--- config.mk ---
export PLATFORM = sky130hd
export DESIGN_NAME = subleq_processor_core_flat
export DESIGN_NICKNAME = d
export VERILOG_FILES = /design/src/hdl/sqpc_pkg.sv /design/src/hdl/sqpc_if.sv /design/src/hdl/sqpc_mem.sv /design/src/hdl/sqpc_alu.sv /design/src/hdl/sqpc_ctrl.sv /design/src/hdl/subleq_processor_core.sv /design/src/flat_wrapper.sv
export SDC_FILE = /design/constraint.sdc
export NUM_CORES = 2
export LEC_CHECK = 0
export ABC_CLOCK_PERIOD_IN_PS = 31400
export BUFFER_PORTS_ARGS = -buffer_cell sky130_fd_sc_hd__buf_2
export CAP_MARGIN = 20
export CORE_MARGIN = 8
export CORE_UTILIZATION = 45
export CTS_BUF_LIST = sky130_fd_sc_hd__clkbuf_8
export DETAILED_ROUTE_END_ITERATION = 16
export HOLD_SLACK_MARGIN = 0.03
export PLACE_DENSITY = 0.69
export SKIP_LAST_GASP = 1
export SLEW_MARGIN = 30
export SYNTH_ARGS = -nofsm -noshare
export SYNTH_HDL_FRONTEND = slang
export SYNTH_SLANG_ARGS = --single-unit
--- constraint.sdc ---
create_clock -name clock -period 31.4 [get_ports clock]
set_input_delay 0 -clock clock [delete_from_list [all_inputs] [get_ports clock]]
set_output_delay 0 -clock clock [all_outputs]
set_load 0.005 [all_outputs]
--- src/hdl/sqpc_pkg.sv ---
// Shared types, constants and helpers for the SUBLEQ processor core.
// No dependencies; the ALU, sequencer, top level and testbench import this package.
package sqpc_pkg;

   localparam int MEM_DEPTH_DEFAULT = 256;
   localparam int ALU_W             = 11;
   localparam int CSR_ADDR_W        = 3;
   localparam int CSR_DATA_W        = 32;
   localparam int SIZE_W            = 9;

   localparam logic [SIZE_W-1:0] MEM_SIZE_RESET = 9'd256;

   localparam logic MODE_LOAD = 1'b0;
   localparam logic MODE_STEP = 1'b1;

   // register index, taken from the upper address bits
   localparam logic [0:0] REG_MEMORY_SIZE = 1'b0;

   // operand B of this value prints memory[A]
   localparam logic signed [7:0] OPERAND_OUTPUT = -8'sd1;
   localparam logic [SIZE_W-1:0] PC_STEP        = 9'd3;
   // pc - size at or above this means pc+2 lies outside memory
   localparam logic signed [ALU_W-1:0] FETCH_MARGIN = -11'sd2;

   typedef enum logic {
      ALU_ADD,
      ALU_SUB
   } alu_op_type;

   typedef struct packed {
      alu_op_type               op;
      logic signed [ALU_W-1:0]  x;
      logic signed [ALU_W-1:0]  y;
   } alu_req_type;

   typedef enum logic [3:0] {
      ST_IDLE,
      ST_CHECK_PC,
      ST_FETCH_B,
      ST_FETCH_C,
      ST_CHECK_A,
      ST_CHECK_B,
      ST_SUBTRACT,
      ST_TARGET,
      ST_BOUND,
      ST_REPLY
   } seq_state_type;

   function automatic logic signed [ALU_W-1:0] ext_u9(input logic [SIZE_W-1:0] v);
      return signed'({2'b00, v});
   endfunction

   function automatic logic signed [ALU_W-1:0] ext_s8(input logic [7:0] v);
      return signed'({{3{v[7]}}, v});
   endfunction

endpackage

--- src/hdl/sqpc_if.sv ---
// Valid/ready channel interfaces for the request and response words.
// Depends on nothing; used by the sequencer and the top level.
interface sqpc_req_if;
   logic              valid;
   logic              ready;
   logic              mode;
   logic [7:0]        load_address;
   logic signed [7:0] load_value;

   modport source (output valid, mode, load_address, load_value, input ready);
   modport sink   (input valid, mode, load_address, load_value, output ready);
endinterface

interface sqpc_rsp_if;
   logic              valid;
   logic              ready;
   logic              char_valid;
   logic signed [7:0] char_out;
   logic              halted;
   logic [8:0]        pc_now;

   modport source (output valid, char_valid, char_out, halted, pc_now, input ready);
   modport sink   (input valid, char_valid, char_out, halted, pc_now, output ready);
endinterface

--- src/hdl/sqpc_mem.sv ---
// Single-port program memory with registered read data.
// Depends on nothing but its depth parameter.
module sqpc_mem #(
   parameter int MEM_DEPTH = 256
) (
   input  logic                         clock,
   input  logic                         we,
   input  logic [$clog2(MEM_DEPTH)-1:0] addr,
   input  logic [7:0]                   wdata,
   output logic [7:0]                   rd_data_ff
);

   logic [7:0] mem_ff [MEM_DEPTH];

   always_ff @(posedge clock) begin
      if (we) begin
         mem_ff[addr] <= wdata;
      end
      rd_data_ff <= mem_ff[addr];
   end

endmodule

--- src/hdl/sqpc_alu.sv ---
// Shared add/subtract unit; the bound checks against memory_size, fetch addresses, pc step and data update use it.
// Depends on sqpc_pkg.
module sqpc_alu (
   input  sqpc_pkg::alu_req_type                alu_req,
   output logic signed [sqpc_pkg::ALU_W-1:0]    alu_res
);
   import sqpc_pkg::*;

   always_comb begin
      case (alu_req.op)
         ALU_ADD: alu_res = alu_req.x + alu_req.y;
         ALU_SUB: alu_res = alu_req.x - alu_req.y;
         default: alu_res = alu_req.x;
      endcase
   end

endmodule

--- src/hdl/sqpc_ctrl.sv ---
// Instruction sequencer: handshakes, pc/halt state, operand registers, result word.
// Depends on sqpc_pkg, sqpc_if, and drives sqpc_alu and sqpc_mem from the top.
module sqpc_ctrl #(
   parameter int MEM_DEPTH = 256
) (
   input  logic                               clock,
   input  logic                               reset,
   input  logic [sqpc_pkg::SIZE_W-1:0]        size,
   sqpc_req_if.sink                           req_port,
   sqpc_rsp_if.source                         rsp_port,
   output sqpc_pkg::alu_req_type              alu_req,
   input  logic signed [sqpc_pkg::ALU_W-1:0]  alu_res,
   output logic                               mem_we,
   output logic [$clog2(MEM_DEPTH)-1:0]       mem_addr,
   output logic [7:0]                         mem_wdata,
   input  logic [7:0]                         mem_rdata
);
   import sqpc_pkg::*;

   localparam int ADDR_W = $clog2(MEM_DEPTH);
   localparam logic signed [ALU_W-1:0] OFFSET_B = 11'sd1;
   localparam logic signed [ALU_W-1:0] OFFSET_C = 11'sd2;

   seq_state_type     state_ff, state_in;
   logic [SIZE_W-1:0] pc_ff, pc_in;
   logic              halt_ff, halt_in;
   logic [7:0]        a_ff, a_in;
   logic signed [7:0] b_ff, b_in;
   logic [7:0]        c_ff, c_in;
   logic [7:0]        va_ff, va_in;
   logic              jump_ff, jump_in;
   logic              cv_ff, cv_in;
   logic [7:0]        co_ff, co_in;
   logic              rsp_valid_ff, rsp_valid_in;
   logic              rsp_cv_ff, rsp_cv_in;
   logic [7:0]        rsp_co_ff, rsp_co_in;
   logic              rsp_halt_ff, rsp_halt_in;
   logic [SIZE_W-1:0] rsp_pc_ff, rsp_pc_in;
   logic              load_ok;
   logic [7:0]        diff8;

   assign load_ok = {1'b0, req_port.load_address} < SIZE_W'(MEM_DEPTH);
   assign diff8   = alu_res[7:0];

   assign req_port.ready      = (state_ff == ST_IDLE);
   assign rsp_port.valid      = rsp_valid_ff;
   assign rsp_port.char_valid = rsp_cv_ff;
   assign rsp_port.char_out   = signed'(rsp_co_ff);
   assign rsp_port.halted     = rsp_halt_ff;
   assign rsp_port.pc_now     = rsp_pc_ff;

   always_ff @(posedge clock) begin
      if (reset) begin
         state_ff     <= ST_IDLE;
         pc_ff        <= '0;
         halt_ff      <= 1'b0;
         rsp_valid_ff <= 1'b0;
      end else begin
         state_ff     <= state_in;
         pc_ff        <= pc_in;
         halt_ff      <= halt_in;
         rsp_valid_ff <= rsp_valid_in;
      end
   end

   always_ff @(posedge clock) begin
      a_ff        <= a_in;
      b_ff        <= b_in;
      c_ff        <= c_in;
      va_ff       <= va_in;
      jump_ff     <= jump_in;
      cv_ff       <= cv_in;
      co_ff       <= co_in;
      rsp_cv_ff   <= rsp_cv_in;
      rsp_co_ff   <= rsp_co_in;
      rsp_halt_ff <= rsp_halt_in;
      rsp_pc_ff   <= rsp_pc_in;
   end

   always_comb begin
      state_in     = state_ff;
      pc_in        = pc_ff;
      halt_in      = halt_ff;
      a_in         = a_ff;
      b_in         = b_ff;
      c_in         = c_ff;
      va_in        = va_ff;
      jump_in      = jump_ff;
      cv_in        = cv_ff;
      co_in        = co_ff;
      rsp_cv_in    = rsp_cv_ff;
      rsp_co_in    = rsp_co_ff;
      rsp_halt_in  = rsp_halt_ff;
      rsp_pc_in    = rsp_pc_ff;
      rsp_valid_in = rsp_valid_ff && !rsp_port.ready;
      mem_we       = 1'b0;
      mem_addr     = pc_ff[ADDR_W-1:0];
      mem_wdata    = req_port.load_value;
      alu_req.op   = ALU_SUB;
      alu_req.x    = ext_u9(pc_ff);
      alu_req.y    = ext_u9(size);

      case (state_ff)
         ST_IDLE: begin
            // the read of memory[pc] started here feeds operand A
            if (req_port.valid) begin
               cv_in = 1'b0;
               co_in = '0;
               if (req_port.mode == MODE_LOAD) begin
                  mem_we   = load_ok;
                  mem_addr = req_port.load_address[ADDR_W-1:0];
                  pc_in    = '0;
                  halt_in  = 1'b0;
                  state_in = ST_REPLY;
               end else if (halt_ff) begin
                  state_in = ST_REPLY;
               end else begin
                  state_in = ST_CHECK_PC;
               end
            end
         end
         ST_CHECK_PC: begin
            a_in = mem_rdata;
            if (alu_res >= FETCH_MARGIN) begin
               halt_in  = 1'b1;
               state_in = ST_REPLY;
            end else begin
               state_in = ST_FETCH_B;
            end
         end
         ST_FETCH_B: begin
            alu_req.op = ALU_ADD;
            alu_req.y  = OFFSET_B;
            mem_addr   = alu_res[ADDR_W-1:0];
            state_in   = ST_FETCH_C;
         end
         ST_FETCH_C: begin
            alu_req.op = ALU_ADD;
            alu_req.y  = OFFSET_C;
            mem_addr   = alu_res[ADDR_W-1:0];
            b_in       = signed'(mem_rdata);
            state_in   = ST_CHECK_A;
         end
         ST_CHECK_A: begin
            c_in      = mem_rdata;
            alu_req.x = ext_s8(a_ff);
            mem_addr  = a_ff[ADDR_W-1:0];
            if (a_ff[7] || (b_ff < OPERAND_OUTPUT) || !alu_res[ALU_W-1]) begin
               halt_in  = 1'b1;
               state_in = ST_REPLY;
            end else begin
               state_in = ST_CHECK_B;
            end
         end
         ST_CHECK_B: begin
            va_in     = mem_rdata;
            alu_req.x = ext_s8(b_ff);
            mem_addr  = b_ff[ADDR_W-1:0];
            if (b_ff == OPERAND_OUTPUT) begin
               cv_in    = 1'b1;
               co_in    = mem_rdata;
               jump_in  = 1'b1;
               state_in = ST_TARGET;
            end else if (!alu_res[ALU_W-1]) begin
               halt_in  = 1'b1;
               state_in = ST_REPLY;
            end else begin
               state_in = ST_SUBTRACT;
            end
         end
         ST_SUBTRACT: begin
            alu_req.x = ext_s8(mem_rdata);
            alu_req.y = ext_s8(va_ff);
            mem_we    = 1'b1;
            mem_addr  = b_ff[ADDR_W-1:0];
            mem_wdata = diff8;
            jump_in   = diff8[7] || (diff8 == '0);
            state_in  = ST_TARGET;
         end
         ST_TARGET: begin
            alu_req.op = ALU_ADD;
            alu_req.y  = ext_u9(PC_STEP);
            if (jump_ff) begin
               if (c_ff[7]) begin
                  halt_in  = 1'b1;
                  state_in = ST_REPLY;
               end else begin
                  pc_in    = {1'b0, c_ff};
                  state_in = ST_BOUND;
               end
            end else begin
               pc_in    = alu_res[SIZE_W-1:0];
               state_in = ST_BOUND;
            end
         end
         ST_BOUND: begin
            // leaving memory halts at once
            if (!alu_res[ALU_W-1]) begin
               halt_in = 1'b1;
            end
            state_in = ST_REPLY;
         end
         ST_REPLY: begin
            // hold until the result register is free
            if (!rsp_valid_ff || rsp_port.ready) begin
               rsp_valid_in = 1'b1;
               rsp_cv_in    = cv_ff;
               rsp_co_in    = co_ff;
               rsp_halt_in  = halt_ff;
               rsp_pc_in    = pc_ff;
               state_in     = ST_IDLE;
            end
         end
         default: begin
            state_in = ST_IDLE;
         end
      endcase
   end

   a_load_resets_pc: assert property (@(posedge clock) disable iff (reset)
      req_port.valid && req_port.ready && (req_port.mode == MODE_LOAD)
      |=> (pc_ff == '0) && !halt_ff)
      else $error("load word did not reset pc and halt");

   a_halted_step_holds_pc: assert property (@(posedge clock) disable iff (reset)
      req_port.valid && req_port.ready && (req_port.mode == MODE_STEP) && halt_ff
      |=> $stable(pc_ff) && halt_ff)
      else $error("step while halted changed pc or halt");

   a_write_only_known_states: assert property (@(posedge clock) disable iff (reset)
      mem_we |-> (state_ff == ST_SUBTRACT) || (state_ff == ST_IDLE))
      else $error("memory written outside load or subtract");

   a_result_from_reply: assert property (@(posedge clock) disable iff (reset)
      $rose(rsp_valid_ff) |-> $past(state_ff) == ST_REPLY)
      else $error("result word raised outside reply state");

endmodule

--- src/hdl/subleq_processor_core.sv ---
// Channel    Dir  Handshake     Word
// req_port   in   valid/ready   mode, load_address, load_value
// rsp_port   out  valid/ready   char_valid, char_out, halted, pc_now
// APB        in   psel/penable  memory_size at byte address 0
//
// A load word and a step while halted go straight from idle to the reply state.
// In a step the single memory port serves three operand fetches, two data reads and one write,
// and one shared adder does every bound check against memory_size, the pc step and the data update.
// Synchronous reset clears pc, halt and the sequencer; program memory stays
// undefined until loaded. A stalled result holds in its register; the next
// word is taken once the sequencer is back in idle.
module subleq_processor_core #(
   parameter int MEM_DEPTH = sqpc_pkg::MEM_DEPTH_DEFAULT
) (
   input  logic                                clock,
   input  logic                                reset,
   sqpc_req_if.sink                            req_port,
   sqpc_rsp_if.source                          rsp_port,
   input  logic                                psel,
   input  logic                                penable,
   input  logic                                pwrite,
   input  logic [sqpc_pkg::CSR_ADDR_W-1:0]     paddr,
   input  logic [sqpc_pkg::CSR_DATA_W-1:0]     pwdata,
   output logic [sqpc_pkg::CSR_DATA_W-1:0]     prdata,
   output logic                                pready
);
   import sqpc_pkg::*;

   localparam int ADDR_W = $clog2(MEM_DEPTH);

   logic [SIZE_W-1:0]       mem_size_ff, mem_size_in;
   logic [SIZE_W-1:0]       size_eff;
   logic                    reg_hit;
   alu_req_type             alu_req;
   logic signed [ALU_W-1:0] alu_res;
   logic                    mem_we;
   logic [ADDR_W-1:0]       mem_addr;
   logic [7:0]              mem_wdata;
   logic [7:0]              mem_rdata;

   assign pready  = 1'b1;
   assign reg_hit = (paddr[CSR_ADDR_W-1:2] == REG_MEMORY_SIZE);

   always_comb begin
      mem_size_in = mem_size_ff;
      if (psel && penable && pwrite && pready && reg_hit) begin
         mem_size_in = pwdata[SIZE_W-1:0];
      end
   end

   always_ff @(posedge clock) begin
      if (reset) begin
         mem_size_ff <= MEM_SIZE_RESET;
      end else begin
         mem_size_ff <= mem_size_in;
      end
   end

   assign prdata   = reg_hit ? {{(CSR_DATA_W-SIZE_W){1'b0}}, mem_size_ff} : '0;
   // saturate to the physical depth
   assign size_eff = (mem_size_ff > SIZE_W'(MEM_DEPTH)) ? SIZE_W'(MEM_DEPTH) : mem_size_ff;

   sqpc_ctrl #(
      .MEM_DEPTH (MEM_DEPTH)
   ) u_ctrl (
      .clock     (clock),
      .reset     (reset),
      .size      (size_eff),
      .req_port  (req_port),
      .rsp_port  (rsp_port),
      .alu_req   (alu_req),
      .alu_res   (alu_res),
      .mem_we    (mem_we),
      .mem_addr  (mem_addr),
      .mem_wdata (mem_wdata),
      .mem_rdata (mem_rdata)
   );

   sqpc_alu u_alu (
      .alu_req (alu_req),
      .alu_res (alu_res)
   );

   sqpc_mem #(
      .MEM_DEPTH (MEM_DEPTH)
   ) u_mem (
      .clock      (clock),
      .we         (mem_we),
      .addr       (mem_addr),
      .wdata      (mem_wdata),
      .rd_data_ff (mem_rdata)
   );

endmodule

--- src/flat_wrapper.sv ---
// flat-port wrapper written by rule: the top's interface ports become plain ports
module subleq_processor_core_flat import sqpc_pkg::*;
#(
   parameter int MEM_DEPTH = sqpc_pkg::MEM_DEPTH_DEFAULT
)
  (clock, reset, psel, penable, pwrite, paddr, pwdata, prdata, pready, req_port_valid, req_port_mode, req_port_load_address, req_port_load_value, req_port_ready, rsp_port_valid, rsp_port_char_valid, rsp_port_char_out, rsp_port_halted, rsp_port_pc_now, rsp_port_ready);
  sqpc_req_if req_port_i ();
  sqpc_rsp_if rsp_port_i ();
  input  logic clock;
  input  logic reset;
  input  logic psel;
  input  logic penable;
  input  logic pwrite;
  input  logic [sqpc_pkg::CSR_ADDR_W-1:0] paddr;
  input  logic [sqpc_pkg::CSR_DATA_W-1:0] pwdata;
  output logic [sqpc_pkg::CSR_DATA_W-1:0] prdata;
  output logic pready;
  input wire logic [$bits(req_port_i.valid)-1:0] req_port_valid;
  input wire logic [$bits(req_port_i.mode)-1:0] req_port_mode;
  input wire logic [$bits(req_port_i.load_address)-1:0] req_port_load_address;
  input wire logic [$bits(req_port_i.load_value)-1:0] req_port_load_value;
  output wire logic [$bits(req_port_i.ready)-1:0] req_port_ready;
  output wire logic [$bits(rsp_port_i.valid)-1:0] rsp_port_valid;
  output wire logic [$bits(rsp_port_i.char_valid)-1:0] rsp_port_char_valid;
  output wire logic [$bits(rsp_port_i.char_out)-1:0] rsp_port_char_out;
  output wire logic [$bits(rsp_port_i.halted)-1:0] rsp_port_halted;
  output wire logic [$bits(rsp_port_i.pc_now)-1:0] rsp_port_pc_now;
  input wire logic [$bits(rsp_port_i.ready)-1:0] rsp_port_ready;
  assign req_port_i.valid = req_port_valid;
  assign req_port_i.mode = req_port_mode;
  assign req_port_i.load_address = req_port_load_address;
  assign req_port_i.load_value = req_port_load_value;
  assign req_port_ready = req_port_i.ready;
  assign rsp_port_valid = rsp_port_i.valid;
  assign rsp_port_char_valid = rsp_port_i.char_valid;
  assign rsp_port_char_out = rsp_port_i.char_out;
  assign rsp_port_halted = rsp_port_i.halted;
  assign rsp_port_pc_now = rsp_port_i.pc_now;
  assign rsp_port_i.ready = rsp_port_ready;
  subleq_processor_core #(.MEM_DEPTH(MEM_DEPTH)) u_core (.clock(clock), .reset(reset), .req_port(req_port_i), .rsp_port(rsp_port_i), .psel(psel), .penable(penable), .pwrite(pwrite), .paddr(paddr), .pwdata(pwdata), .prdata(prdata), .pready(pready));
endmodule
==> impl_metrics.json <==
{
  "status": "complete, no violations",
  "grt_max_degree": 245,
  "rows": 159,
  "synth_common_cells": "edfxtp_1, nand2_1, nor2_1, mux4_2, mux2i_1",
  "syn_avg_cell_area_um2": 17.1,
  "io_pins": 113,
  "num_vias": 49081,
  "synth_xor_area_share_pct": 0.154,
  "synth_compound_area_share_pct": 5.18,
  "clock_latency_ns": 1.06,
  "start_util_pct": 45.2,
  "synthArstFlopShare_pct": 0,
  "syn-cell-area_um2": 84700,
  "io_buffers": 63,
  "clock-sinks": 2141,
  "root_buffer": "clkbuf_8",
  "power.density_nw_per_um2": 71.9,
  "power_mw": 6.80,
  "synth.area.mux_share_pct": 10.4,
  "nFillCells": 15025,
  "path_clk_slew_ns": 0.07,
  "slew_headroom_pct": 29.9,
  "hold_class": "in -> reg",
  "ys.flop_type": "edfxtp_1",
  "clkPwrFrac_pct": 32.1,
  "routedWlPerCell_um": 29.5,
  "holdBufCountCts": 58,
  "area_delta_synth_final_pct": 11.6,
  "path_class": "reg -> reg",
  "core_area_um2": 187000,
  "p_sw_share_pct": 30.2,
  "yosysTopAreaCell": "edfxtp_1",
  "routed_wirelength_um": 236000,
  "die_w_um": 450,
  "finalNetCount": 5312,
  "first_pass_iters": 7,
  "hpwl_um": 137000,
  "fmax_mhz": 102,
  "yosys.area_share.simple_pct": 6.43,
  "yosysWarnings": 0,
  "internal_power_mw": 4.75,
  "die-area_um2": 202000,
  "crit_required_ns": 32.31,
  "reg2reg_depth": 19,
  "postCtsSetupRepairBufs": 0,
  "holdPathStages": 4,
  "multi_input_area_um2": 19300,
  "endpoint_kind": "flip-flop",
  "tightest_slew_ns": 1.05,
  "grt_pass1_vias": 47764,
  "drcViolationCount": 0,
  "maxCapViolCount": 0,
  "setup_tns_ns": 0,
  "cts_buffers": 351,
  "slew_violations": 0,
  "fin_crit_ns": 9.77,
  "p_switching_mw": 2.05,
  "synthAdderAreaFrac_pct": 0.186,
  "critPathMaxFanout": 114,
  "synth_edf_count": 2109,
  "yosysSeqAreaShare_pct": 75.5,
  "cts_max_level": 5,
  "hold_violations": 0,
  "seqPwrFrac_pct": 47.4,
  "vdd_ir_drop_max_v": 0.0000570,
  "final_antenna_net_count": 0,
  "routabilityCongestion": 0.921,
  "clock-skew-final_ns": 0.105,
  "cp-start-kind": "flip-flop",
  "netlist.area_leader.share_pct": 74.8,
  "yosysMostFrequentCell": "edfxtp_1",
  "synth-seq-cells": 2141,
  "track_usage_pct": 22.4,
  "p_leak_nw": 30.2,
  "drt_iter0_drc": 7280,
  "drive_above_1_share_pct": 17.2,
  "vias_per_cell": 6.15,
  "synth_cells": 4952,
  "overflow": 0,
  "setup_viol": 0,
  "post_cts_resized": 0,
  "synth_top_family_by_area": "multiplexers",
  "yosysUniqueCellTypes": 95,
  "max-clock-path-buffers": 4,
  "die_y_um": 450,
  "finalCritPeriodShare_pct": 31.1,
  "seqCellArea_um2": 64000,
  "crit_arrival_ns": 10.68,
  "grt_pass1_wl_um": 336000,
  "rsz0062_at_grt": "false",
  "pwr-share-comb_pct": 20.4,
  "synth_area_leaders": "edfxtp_1, mux4_2, mux2i_1, nand2_1, nor2_1",
  "antenna_found_initial": 13,
  "cts_tree": "built"
}
logic make-up (layout without fill, tap and decap cells):
group,count (synthesis),in the layout
AO/OA/AOI/OAI,648,648
XOR/XNOR,14,14
adder cells (fa/ha/maj),12,12
buffers and inverters,335,839
flip-flops,2141,2141
multiplexers,540,540
other,2,30
AND/OR/NAND/NOR,1260,1260
cell type report:
class	count	area share, %
sequential	2141	67.7
clock buffer	366	5.33
tap	2495	3.30
inverter	11	0.0437
antenna	6	0.0159
multi-input combinational	2498	20.4
clock inverter	224	1.16
timing repair buffer	238	2.08
final timing paths:
check | from | endpoint | slack, ns
setup / recovery | u_core.u_ctrl.state_ff[2] | u_core.u_mem.rd_data_ff[7] | 21.63
hold / removal | req_port_load_value[7] | u_core.u_mem.mem_ff[5][7] | 0.12
setup reg to reg | u_core.u_ctrl.state_ff[2] | u_core.u_mem.rd_data_ff[7] | 21.63
hold reg to reg | u_core.u_ctrl.co_ff[1] | u_core.u_ctrl.rsp_port.char_out[1] | 0.42
stage by stage:
step	cell area [um^2]	instances	worst slack, ns	util (%)	hold slack, ns
5_1_grt	94500	7974	21.44	50.4	0.116
3_5_place_dp	87700	7323	21.85	46.8	0.208
2_1_floorplan	84800	4974	16.08	-	0.0691
3_3_place_gp	87700	7321	21.97	46.8	0.212
4_1_cts	94400	7971	21.81	50.4	0.0491
6_report	94600	7979	21.63	50.5	0.119
power by group through the flow:
stage,combinational [mW],clock (mW),sequential (mW)
2_1_floorplan,0.860,0,3.28
3_3_place_gp,1.33,0,3.28
3_5_place_dp,1.34,0,3.28
4_1_cts,1.35,2.21,3.22
5_1_grt,1.43,2.33,3.22
6_report,1.39,2.19,3.23
layout by cell type, fill, tap and decap left out, drive strengths merged, types with 110 or more instances in the layout:
cell type and n:
edfxtp 2109, buf 180, clkinv 110, nor2 365
nand3 139, clkbuf 366, inv 113, a21oi 165
mux4 271, nand2 565, mux2i 261
routing by layer:
metal	part of all wire (%)	track usage (%)	wire, um
met4	5.3	10.8	12500
met3	13	7.14	30200
met5	0.024	0	56
met1	37	29.7	87700
met2	45	33.8	105000
state kept, by name, summed over array words and instances, names as in the netlist, 9 cells and up:
signal / count
u_core.u_mem.mem_ff: 2048
u_core.mem_size_ff: 9
u_core.u_ctrl.pc_ff: 9
u_core.u_ctrl.rsp_port.pc_now: 9
worst max-delay path, cell delays in order (launching register included):
cell	delay, ns
dfxtp_1	0.91
nor2b_1	0.68
nand2_1	0.41
a22o_1	0.28
a221o_1	0.29
ha_1	0.27
inv_1	0.10
fa_1	0.51
or3b_2	0.49
a21oi_1	0.32
a2111o_2	0.75
buf_12	0.63
buf_4	0.76
buf_4	0.80
mux4_2	0.42
a22o_1	0.25
nor3_1	0.60
o2111ai_1	0.41
a2111oi_0	0.46
nand3_1	0.12
No activity file was read; power rests on OpenSTA's default activity.
